[src/rtl/core/assert_macros.svh]
// Assertion macros shared by the ancestor engine RTL.
`ifndef ASSERT_MACROS_SVH
`define ASSERT_MACROS_SVH
`ifndef SYNTHESIS
`define ASSERT_IMPLY(label, clk, rst, ante, cons) \
  label: assert property (@(posedge clk) disable iff (rst) (ante) |-> (cons)) \
    else $error("same-cycle check failed");
`define ASSERT_NEXT(label, clk, rst, ante, cons) \
  label: assert property (@(posedge clk) disable iff (rst) (ante) |=> (cons)) \
    else $error("next-cycle check failed");
`else
`define ASSERT_IMPLY(label, clk, rst, ante, cons)
`define ASSERT_NEXT(label, clk, rst, ante, cons)
`endif
`endif

[src/rtl/core/blle_pkg.sv]
// Types and constants shared by the ancestor engine controller and datapath.
package blle_pkg;

  localparam int ACT_W   = 2;
  localparam int NODE_W  = 10;
  localparam int STEPS_W = 10;
  localparam int DEPTH_W = 11;

  localparam logic [DEPTH_W-1:0] DEPTH_MAX = '1;

  typedef enum logic [ACT_W-1:0] {
    ACT_LOAD = 2'd0,
    ACT_LCA  = 2'd1,
    ACT_KTH  = 2'd2
  } act_t;

  // One jump table entry: an ancestor number and a flag that it exists.
  typedef struct packed {
    logic              present;
    logic [NODE_W-1:0] node;
  } jump_ent_t;

  typedef enum logic [3:0] {
    ST_IDLE,
    ST_CHECK,
    ST_L_DEP,
    ST_L_NEXT,
    ST_L_WR,
    ST_Q_DA,
    ST_Q_DB,
    ST_C_STEP,
    ST_C_WAIT,
    ST_Q_LIFT,
    ST_Q_LWAIT,
    ST_Q_LDEP,
    ST_Q_PAR,
    ST_Q_PWAIT,
    ST_FINISH
  } state_t;

  typedef enum logic [4:0] {
    OP_NONE,
    OP_CAPTURE,
    OP_RD_DEP_P,
    OP_LOAD_ROOT,
    OP_LOAD_CHILD,
    OP_FILL_ZERO,
    OP_FILL_RD,
    OP_FILL_WR,
    OP_RD_DA,
    OP_RD_DB,
    OP_ORDER,
    OP_CLIMB_RD,
    OP_CLIMB_MOVE,
    OP_LVL_DOWN,
    OP_LIFT_INIT,
    OP_LIFT_RD,
    OP_LIFT_MOVE,
    OP_LIFT_DEP,
    OP_PAR_RD,
    OP_RES_FAIL,
    OP_RES_A,
    OP_RES_B,
    OP_RES_PAR,
    OP_OUT_LOAD
  } dp_op_t;

  typedef struct packed {
    logic [ACT_W-1:0] act;
    logic             has_p;
    logic             a_ok;
    logic             b_ok;
    logic             p_ok;
    logic             lvl_zero;
    logic             lvl_full;
    logic             k_ge;
    logic             da_ge;
    logic             ab_eq;
    logic             ent_a_present;
    logic             cur_present;
    logic             lift_move;
  } dp_status_t;

endpackage

[src/rtl/core/blle_ctrl.sv]
// Sequencing state machine of the ancestor engine.
module blle_ctrl (
  input  logic                 clk,
  input  logic                 rst,
  input  logic                 in_valid,
  input  logic                 out_stall,
  input  blle_pkg::dp_status_t status,
  output blle_pkg::dp_op_t     op,
  output logic                 in_stall,
  output logic                 out_valid
);
  import blle_pkg::*;

  state_t state, state_next;
  logic   out_free;

  assign out_free = !out_valid || !out_stall;
  assign in_stall = (state != ST_IDLE);

  always_ff @(posedge clk) begin
    if (rst) begin
      state     <= ST_IDLE;
      out_valid <= 1'b0;
    end else begin
      state <= state_next;
      if (op == OP_OUT_LOAD) begin
        out_valid <= 1'b1;
      end else if (!out_stall) begin
        out_valid <= 1'b0;
      end
    end
  end

  always_comb begin
    state_next = state;
    case (state)
      ST_IDLE: begin
        if (in_valid) state_next = ST_CHECK;
      end
      ST_CHECK: begin
        case (status.act)
          ACT_LOAD: begin
            if (!status.a_ok || (status.has_p && !status.p_ok)) state_next = ST_FINISH;
            else if (status.has_p) state_next = ST_L_DEP;
            else state_next = ST_L_NEXT;
          end
          ACT_LCA: state_next = (status.a_ok && status.b_ok) ? ST_Q_DA : ST_FINISH;
          ACT_KTH: state_next = status.a_ok ? ST_C_STEP : ST_FINISH;
          default: state_next = ST_FINISH;
        endcase
      end
      ST_L_DEP: state_next = ST_L_NEXT;
      ST_L_NEXT: begin
        if (status.lvl_full) state_next = ST_FINISH;
        else if (status.cur_present) state_next = ST_L_WR;
      end
      ST_L_WR: state_next = ST_L_NEXT;
      ST_Q_DA: state_next = ST_Q_DB;
      ST_Q_DB: state_next = ST_C_STEP;
      ST_C_STEP: begin
        if (status.k_ge) state_next = ST_C_WAIT;
        else if (!status.lvl_zero) state_next = ST_C_STEP;
        else if (status.act == ACT_KTH || status.ab_eq) state_next = ST_FINISH;
        else state_next = ST_Q_LIFT;
      end
      ST_C_WAIT: state_next = status.ent_a_present ? ST_C_STEP : ST_FINISH;
      ST_Q_LIFT: begin
        if (status.da_ge) state_next = ST_Q_LWAIT;
        else if (status.lvl_zero) state_next = ST_Q_PWAIT;
      end
      ST_Q_LWAIT: begin
        if (status.lift_move) state_next = ST_Q_LDEP;
        else if (status.lvl_zero) state_next = ST_Q_PWAIT;
        else state_next = ST_Q_LIFT;
      end
      ST_Q_LDEP: state_next = status.lvl_zero ? ST_Q_PAR : ST_Q_LIFT;
      ST_Q_PAR: state_next = ST_Q_PWAIT;
      ST_Q_PWAIT: state_next = ST_FINISH;
      ST_FINISH: begin
        if (out_free) state_next = ST_IDLE;
      end
      default: state_next = ST_IDLE;
    endcase
  end

  always_comb begin
    op = OP_NONE;
    case (state)
      ST_IDLE: begin
        if (in_valid) op = OP_CAPTURE;
      end
      ST_CHECK: begin
        case (status.act)
          ACT_LOAD: begin
            if (!status.a_ok || (status.has_p && !status.p_ok)) op = OP_RES_FAIL;
            else if (status.has_p) op = OP_RD_DEP_P;
            else op = OP_LOAD_ROOT;
          end
          ACT_LCA: op = (status.a_ok && status.b_ok) ? OP_RD_DA : OP_RES_FAIL;
          ACT_KTH: op = status.a_ok ? OP_NONE : OP_RES_FAIL;
          default: op = OP_RES_FAIL;
        endcase
      end
      ST_L_DEP: op = OP_LOAD_CHILD;
      ST_L_NEXT: begin
        if (status.lvl_full) op = OP_RES_FAIL;
        else if (status.cur_present) op = OP_FILL_RD;
        else op = OP_FILL_ZERO;
      end
      ST_L_WR: op = OP_FILL_WR;
      ST_Q_DA: op = OP_RD_DB;
      ST_Q_DB: op = OP_ORDER;
      ST_C_STEP: begin
        if (status.k_ge) op = OP_CLIMB_RD;
        else if (!status.lvl_zero) op = OP_LVL_DOWN;
        else if (status.act == ACT_KTH) op = OP_RES_B;
        else if (status.ab_eq) op = OP_RES_A;
        else op = OP_LIFT_INIT;
      end
      ST_C_WAIT: op = status.ent_a_present ? OP_CLIMB_MOVE : OP_RES_FAIL;
      ST_Q_LIFT: begin
        if (status.da_ge) op = OP_LIFT_RD;
        else if (status.lvl_zero) op = OP_PAR_RD;
        else op = OP_LVL_DOWN;
      end
      ST_Q_LWAIT: begin
        if (status.lift_move) op = OP_LIFT_MOVE;
        else if (status.lvl_zero) op = OP_PAR_RD;
        else op = OP_LVL_DOWN;
      end
      ST_Q_LDEP: op = OP_LIFT_DEP;
      ST_Q_PAR: op = OP_PAR_RD;
      ST_Q_PWAIT: op = OP_RES_PAR;
      ST_FINISH: begin
        if (out_free) op = OP_OUT_LOAD;
      end
      default: op = OP_NONE;
    endcase
  end

endmodule

[config.mk]
export PLATFORM = sky130hd
export DESIGN_NAME = blle_ctrl
export DESIGN_NICKNAME = d
export VERILOG_FILES = /design/src/rtl/core/assert_macros.svh /design/src/rtl/core/blle_pkg.sv /design/src/rtl/core/blle_ctrl.sv
export SDC_FILE = /design/constraint.sdc
export NUM_CORES = 1
export LEC_CHECK = 0
export BUFFER_PORTS_ARGS = -buffer_cell sky130_fd_sc_hd__buf_2
export CAP_MARGIN = 20
export CORE_ASPECT_RATIO = 0.9
export CORE_MARGIN = 2
export CORE_UTILIZATION = 35
export CTS_CLUSTER_DIAMETER = 80
export DETAILED_ROUTE_END_ITERATION = 8
export GPL_TIMING_DRIVEN = 0
export SLEW_MARGIN = 10
export SYNTH_ARGS = -nofsm -noshare
export SYNTH_HDL_FRONTEND = slang
export SYNTH_SLANG_ARGS = --single-unit
[constraint.sdc]
create_clock -name clk -period 3.7 [get_ports clk]
set_input_delay 0.555 -clock clk [delete_from_list [all_inputs] [get_ports clk]]
set_output_delay 0.555 -clock clk [all_outputs]
set_load 0.02 [all_outputs]
* Word level (Yosys, flattened, before mapping)
Cells that the tools add are included. W data, S select, Z words.
Operators by class: equal/unequal tests 22, reductions and logical operators 14, multiplexer cells 39
Operators with widths (count):
- $pmux W5 S15 | 1
- $mux W5 | 13
- $pmux W4 S14 | 1
- $mux W4 | 12
- $eq A4 B4 Y1 const B | 7
- $eq A4 B3 Y1 const B | 4
- $pmux W5 S3 | 1
- $mux W3 | 4
- $pmux W4 S3 | 1
- $eq A4 B2 Y1 const B | 2
- $ne A3 B3 Y1 const B | 2
- $eq A5 B5 Y1 const B | 1
- $mux W1 | 5
- $eq A4 B1 Y1 const B | 1
- $logic_not A1 Y1 | 4
- $logic_not A4 Y1 | 1
- $ne A2 B2 Y1 const B | 2
- $reduce_and A4 Y1 | 1
- $reduce_bool A4 Y1 | 1
- $logic_or A1 B1 Y1 | 3
- $eq A2 B1 Y1 const B | 1
- $eq A2 B2 Y1 const B | 1
- $logic_and A1 B1 Y1 | 2
- $logic_not A2 Y1 | 1
- other kinds (3) | 3
Word-level totals: input port bits 18, word-level logic and storage cells 77, register bits after elaboration 5, output and inout port bits 7

* Depth between registers and ports, before layout
Gate-level depths: netlist of run 1.
depth in word-level cells 8, mapped depth 7, gate-level depth less buffers 7

* Worst setup path before layout of run 1
No wires, ideal clock.
path type input -> output, from input port status[12] (netlist bit), to output port op[4], buffers on the path 0, data required time 3145 ps, path slack 1227 ps, stages 6, arrival time 1918 ps, cell sequence inv_1 > ha_1 > a22o_1 > o31ai_4 > o2111ai_1 > or3b_1
On the way: longest elaborated chain between the ends 5, elaborated cells on any way between the ends 8, classes of those cells eq/ne: 2; mux: 5; reduce/logical: 1
RTL lines:
- start: declaration | line blle_ctrl.sv:7 | input blle_pkg::dp_status_t status,
- $eq A2 B2 Y1 | line blle_ctrl.sv:93, blle_ctrl.sv:116
- $mux W5 | line blle_ctrl.sv:116 | else if (status.act == ACT_KTH) op = OP_RES_B;
- $mux W5 | line blle_ctrl.sv:115 | else if (!status.lvl_zero) op = OP_LVL_DOWN;
- $mux W5 | line blle_ctrl.sv:114 | if (status.k_ge) op = OP_CLIMB_RD;
- $pmux W5 S15 * | line blle_ctrl.sv:88 | case (state)
- end: declaration | line blle_ctrl.sv:8 | output blle_pkg::dp_op_t op,
Mark *: on every way between the ends. The rest lies on a longest branch, timed or not.

* Worst setup path in the final report of run 1
Ends and elaborated chain as after synthesis.

==> run summary, run 1 <==
* met3 Usage GRT: 4.02%
* vertical extent of the die: 54.6 microns
* TritonCTS clock tree: yes
* Core Rows: 18
* internal power contribution: 0.401 mW
* number of pins exceeding their max-slew limit in the final report: 0
* yosys synthesis warning count: 0
* P_leak: 0.494 nW
* Crit-path slowest cell: or3b_1
* critical-path maximum fanout: 3
* Main synth FF type: dfxtp_1
* unrepaired setup endpoints after global routing: false
* Worst Setup End Kind: output pin
* fraction of the mapped netlist area in compound gates: 43.8%
* switching power total: 0.520 mW
* sequential fraction of design power: 10.7%
* synthesized netlist net count: 163
* WP data arrival: 2.25 ns
* global routing usage on met1: 29.1%
* number of synthesized register bits: 5
* proportion of power drawn by combinational gates: 82.3%
* crit path kind: in2out
* gp weighted congestion: 0.994
* maximum number of pins on one net before global-route repair: 11
* worst relative slew slack: 70.4%
* post-detailed-placement half-perimeter wirelength: 2650 microns
* synthesized-area fraction occupied by and/or/nand/nor cells: 30.1%
* status: complete, no violations
* GRT overflow: 0
* Post-Route Setup TNS: 0 ns
* Synth-to-Final Area Change: 19.2%
* post-layout instance area: 1190 sq um
* routed len/inst: 16.4 microns
* share of the core filled with cells in the final layout: 43.6%
* crit share post-route: 75.8%
* max cap viols: 0
* first-pass iteration count of the detailed router: 7
* setup skew after layout: 0.00898 ns
* Clk Latency, worst-skew pair: 0.24 ns
* area enclosed by the die boundary: 3290 sq um
* worst setup path startpoint: status[12]
* vias after detailed routing: 1,271
* antenna diode count: 0
* DRC marker count from the first detailed-route iteration: 111
* die extent in x: 60.3 microns
* number of buffers added by the clock tree synthesis step: 3
* CP dominant cell by count: buf_2
* Fmax achieved: 356 MHz
* dpl cell area: 1160 sq um
* ranking of synthesized cells by area: dfxtp_1 (10%), a21oi_1 (6.5%), ha_1 (6.3%)
* clock sinks: 5
* detail-routed via count per cell: 6.14
* grt met2 use: 34.4%
* category of cells accounting for the largest share of critical-path delay: compound AO/OA/AOI/OAI gates
* source of the worst hold timing path: rst
* clk root buf: clkbuf_4
* Mean Syn Cell Area: 7.12 sq um
* Adder-Cell Fraction of Synth Area: 6.27%
* Core Region: 2730 sq um
* dominant cell type by area after synthesis: dfxtp_1
* count of buffer and inverter cells on the critical path: 3
* overall global routing resource usage: 21.5%
* Async SR Flop Fraction: 0%
* cell types with the highest counts after synthesis: nor2_1 (15), a21oi_1 (13), nand2_1 (8), o21ai_0 (8)
* post-CTS setup repair buffer count: 0
* Critical Path Max Stage Delay: 0.40 ns
* maximum ir drop on the vdd rail: 0.447 mV
* number of buffers on the longest clock path: 2
* Netlist cell types: 54
* number of instances in the synthesized netlist: 140
* XOR/XNOR Fraction of Synth Area: 0.878%
* Post-DRT Antenna Nets: 0
* share of layout cells above drive strength 1: 26.9%
* power per unit of standard cell area: 775 nW/um^2
* FILL cells: 280
* most common cell in the netlist: nor2_1
* EDFF count, synth: 0
* I/O Pins: 25
* Clock Pin Slew Worst Setup and Hold Paths: 0.05 ns
* final setup fails: 0
* number of endpoints with negative hold slack in the final report: 0
* number of global-route vias before repair: 1,135
* post-synthesis instance area: 997 sq um
* global-route wire length before repair: 5330 microns
* busiest layer in global routing: met2
* total wirelength of the detailed-routed design: 3400 microns
* hold buffer count at cts: 0
* Cell Chain, Critical Path: buf_2 -> inv_1 -> ha_1 -> a22o_1 -> o31ai_4 -> o2111ai_1 -> or3b_1 -> buf_2
* startpoint type of the worst setup path: primary input
* portion of netlist area occupied by mux cells: 1.00%
* fraction of post-synthesis cell area in the top cell type by area: 10.0%
* Gates resized, CTS repair: 0
* number of antenna violations at the first check in global routing: 0
* required time of the worst setup path: 3.14 ns
* clock power share: 7.0%
* transition at the pin with the smallest max-transition slack: 0.439 ns
* Remaining DRCs: 0
* sequential share of the synthesized area: 10.0%
* maximum level of the CTS H-tree: 1
* final net count: 191
* main combinational cell family by area after synthesis: compound AO/OA/AOI/OAI gates
* number of input and output port buffers inserted: 23
* class of the tightest hold or removal check: in2reg
* minimum clock period: 2.81 ns
* starting utilization of the core area: 36.6%
* fraction of power spent switching nets: 56.4%
* startpoint of the most critical register-to-register path: state[3]$_SDFFE_PP0P_
## sequential cells by signal, indices dropped and copies added (netlist names)
signal and count:
out_valid 1, state 4
## cells by family (layout without fill, tap and decap cells)
| logic type | Yosys count | in the layout |
|---|---|---|
| XOR/XNOR | 1 | 1 |
| flip-flops | 5 | 5 |
| multiplexers | 1 | 1 |
| AND/OR/NAND/NOR | 55 | 55 |
| AO/OA/AOI/OAI | 58 | 58 |
| buffers and inverters | 15 | 42 |
| adder cells (fa/ha/maj) | 5 | 5 |
## worst paths after layout
path | endpoint | cells after the start | slack [ns]
setup / recovery | op[4] | 8 | 0.89
hold / removal | state[1]$_SDFFE_PP0P_ | 2 | 0.57
setup reg to reg | state[3]$_SDFFE_PP0P_ | 6 | 2.01
hold reg to reg | out_valid$_SDFFE_PP0P_ | 2 | 0.62
## worst reg2reg max path, delay by kind of cell (launching register included)
kind	cells	cell delay, ns
buffers and inverters	1	0.30
AO/OA/AOI/OAI	2	0.23
AND/OR/NAND/NOR	3	0.55
flip-flops	1	0.49
## cells in the final DEF, fill, tap and decap left out, types with 2 or more instances in the layout
cell type / synthesis / routed
buf_2: 6 / 29
nor2_1: 15 / 15
a21oi_1: 13 / 13
nand2_1: 8 / 8
o21ai_0: 8 / 8
inv_1: 6 / 6
nand2b_1: 6 / 6
or3_1: 5 / 5
nor2b_1: 5 / 5
ha_1: 5 / 5
dfxtp_1: 5 / 5
o211ai_1: 4 / 4
nand3_1: 3 / 3
clkbuf_4: 0 / 3
buf_6: 2 / 2
nand4_1: 2 / 2
o221ai_1: 2 / 2
nor3_1: 2 / 2
o2111ai_1: 2 / 2
o311ai_0: 2 / 2
o32ai_1: 2 / 2
a221oi_1: 2 / 2
a21o_1: 2 / 2
a211oi_1: 2 / 2
## per-stage QoR
step	worst slack (ns)	instances	total power [mW]	hold WS (ns)
final	0.894	207	0.921	0.566
after global routing	0.845	207	0.981	0.569
after CTS	0.905	207	0.901	0.568
after detailed placement	0.909	203	0.834	0.604
after global placement	0.926	203	0.844	0.563
after floorplan	1.23	140	0.635	0.590
## layer usage
layer  part of all wire [%]  wire length (microns)
met5                      0                      0
met4                    1.6                     53
met3                     13                    440
met2                     45                   1520
met1                     41                   1380
## cell type report
class | count | area (sq um) | share of cell area (%)
buffer | 8 | 52.6 | 4.42
clock buffer | 4 | 26.3 | 2.21
inverter | 7 | 26.3 | 2.21
multi-input combinational | 120 | 818 | 68.8
sequential | 5 | 100 | 8.42
tap | 40 | 50.0 | 4.21
timing repair buffer | 23 | 115 | 9.68
## power groups by stage
stage | clock network (mW) | logic (mW) | registers [mW]
2_1_floorplan | 0 | 0.541 | 0.0939
3_3_place_gp | 0 | 0.744 | 0.100
3_5_place_dp | 0 | 0.734 | 0.0993
4_1_cts | 0.0649 | 0.738 | 0.0987
5_1_grt | 0.0734 | 0.805 | 0.102
6_report | 0.0644 | 0.758 | 0.0990
(Power assumes the default switching activity.)
==> run 2: changes to the inputs <==
clock period = 2.3 ns   (was 3.7 ns; I/O delays follow)
==> run summary, run 2 (same netlist as run 1, synthesis figures left out) <==
* status: complete, no violations
* final net count: 193, +1.0%
* setup skew after layout: 0.00589 ns, -0.00309 ns
* class of the tightest hold or removal check: in2reg
* overall global routing resource usage: 21.6%, +0.099 points
* number of antenna violations at the first check in global routing: 0, unchanged
* minimum clock period: 2.26 ns
* clock sinks: 5, unchanged
* number of endpoints with negative hold slack in the final report: 0, unchanged
* area enclosed by the die boundary: 3290 sq um, unchanged
* hold buffer count at cts: 0, unchanged
* final setup fails: 0, unchanged
* critical-path maximum fanout: 4, +1
* most common library cell in the layout ignoring fill and taps: buf_2
* Worst Hold End: state[0]$_SDFFE_PP0P_
* crit path kind: in2out
* TritonCTS clock tree: yes
* sequential cell area: 101 sq um, +1.2%
* worst relative slew slack: 72.2%, +1.7 points
* clk root buf: clkbuf_4
* gp weighted congestion: 0.994, unchanged
* starting utilization of the core area: 36.6%, unchanged
* detail-routed via count per cell: 6.35, +3.4%
* number of pins exceeding their max-slew limit in the final report: 0, unchanged
* cell total after placement: 203, unchanged
* multi-input logic area: 852 sq um, +4.1%
* Post-DRT Antenna Nets: 0, unchanged
* routed len/inst: 16.7 microns, +1.9%
* number of buffers added by the clock tree synthesis step: 3, unchanged
* Core Rows: 18, unchanged
* P_leak: 0.512 nW, +3.6%
* Remaining DRCs: 0, unchanged
* worst hold path stage count: 2, unchanged
* die extent in x: 60.3 microns, unchanged
* number of flip-flops under the largest register name: 4, unchanged
* GRT overflow: 0, unchanged
* Core Region: 2730 sq um, unchanged
* maximum level of the CTS H-tree: 1, unchanged
* antenna diode count: 0, unchanged
* number of buffers on the longest clock path: 2, unchanged
* register-to-register setup slack: 0.68 ns, -1.33 ns
* share of layout cells above drive strength 1: 32.0%, +5.0 points
* global-route wire length before repair: 5340 microns, +0.13%
* reg2reg end: state[3]$_SDFFE_PP0P_
* vias after detailed routing: 1,327, +4.4%
* DRC marker count from the first detailed-route iteration: 90, -19%
* vertical extent of the die: 54.6 microns, unchanged
* total wirelength of the detailed-routed design: 3490 microns, +2.9%
* dpl cell area: 1160 sq um, unchanged
* most frequent cells in the layout: buf_2 (26), nor2_1 (15), a21oi_1 (12), nand2_1 (8), o21ai_0 (8)
* number of input and output port buffers inserted: 23, unchanged
* max cap viols: 0, unchanged
* crit share post-route: 98.4%
* registers with the most flip-flops: state (4), out_valid (1)
* maximum number of pins on one net before global-route repair: 11, unchanged
* source of the worst hold timing path: rst
* post-route insts no fill: 209, +0.97%
* maximum ir drop on the vdd rail: 0.720 mV, +61%
* Clk Latency, worst-skew pair: 0.25 ns, about the same
* WP data arrival: 1.92 ns, -0.33 ns
* Worst Setup End Kind: output pin
* number of global-route vias before repair: 1,153, +1.6%
* startpoint of the most critical register-to-register path: state[3]$_SDFFE_PP0P_
* post-layout instance area: 1250 sq um, +4.8%
* Clock Pin Slew Worst Setup and Hold Paths: 0.05 ns, about the same
* register with the most flip-flops: state
* required time of the worst setup path: 1.96 ns, -1.18 ns
* transition at the pin with the smallest max-transition slack: 0.415 ns, -0.0245 ns
* power per unit of standard cell area: 1230 nW/um^2, +59%
* Synth-to-Final Area Change: 25.0%
* unrepaired setup endpoints after global routing: false
* first-pass iteration count of the detailed router: 4, -3
* R2R cell count: 6, unchanged
* I/O Pins: 25, unchanged
* FILL cells: 267, -4.6%
* Fmax achieved: 442 MHz
* post-detailed-placement half-perimeter wirelength: 2650 microns, unchanged
* startpoint type of the worst setup path: primary input
-- run 2: cell count changes in the layout (fill, tap and decap cells not counted), sizes merged --
cell  change
buf       +2
-- run 2: per-stage QoR --
stage          total power, mW  setup TNS (ns)  hold WS (ns)  util, %  setup slack (ns)
2_1_floorplan             1.02               0         0.414        -             0.247
3_3_place_gp              1.36         -0.0537         0.563     42.7           -0.0537
3_5_place_dp              1.34         -0.0714         0.604     42.7           -0.0714
4_1_cts                   1.46               0         0.358     44.1           0.00149
5_1_grt                   1.62               0         0.359     45.7           0.00311
6_report                  1.53               0         0.353     45.7            0.0364
-- run 2: critical path, cell delays in order --
cell       delay (ns)
buf_4            0.11
inv_1            0.06
ha_2             0.20
a22o_4           0.24
o31ai_4          0.24
o2111ai_2        0.16
or3b_1           0.38
buf_4            0.17
-- run 2: layer usage --
layer / share of wire, % / GRT usage (%) / vias up
met2: 46 / 34.6 / 110
met4: 2.5 / 7.04 / 0
met1: 39 / 29.5 / 609
met5: 0 / 0 / -
met3: 13 / 3.31 / 14
li1: - / - / 594
-- run 2: final cells by class --
cell class,instances,area share (%)
plain buffers,8,4.42
clock buffers,4,2.11
inverters,7,2.11
multi-input cells,120,68.4
flip-flops and latches,5,8.13
well taps,40,4.02
repair buffers,25,10.8
-- run 2: power by group --
group,leakage [nW],internal (mW),switching (mW),total [mW]
clock network,0.0150,0.0659,0.0405,0.106
registers,0.0415,0.122,0.0403,0.163
logic,0.456,0.489,0.776,1.26
-- run 2: worst max path at each step --
stage,start,endpoint,slack [ns],cells past startpoint
after floorplan,status[12],op[4],0.25,6
after global routing,state[0]$_SDFFE_PP0P_,op[1],0.003,7
final,status[13],op[4],0.04,8
after detailed placement,status[12],op[4],-0.07,8
after CTS,status[12],op[4],0.001,8
after global placement,status[12],op[4],-0.05,8
-- run 2: what timing repair did --
item / 4_1_cts / 5_1_grt
endpoints found under the hold margin: 0 / 0
gates resized for setup: 1 / 12
setup buffers: 1 / 1
setup endpoints to repair: 1 / 2
pin swaps: 2 / 5
cloned: 0 / 0
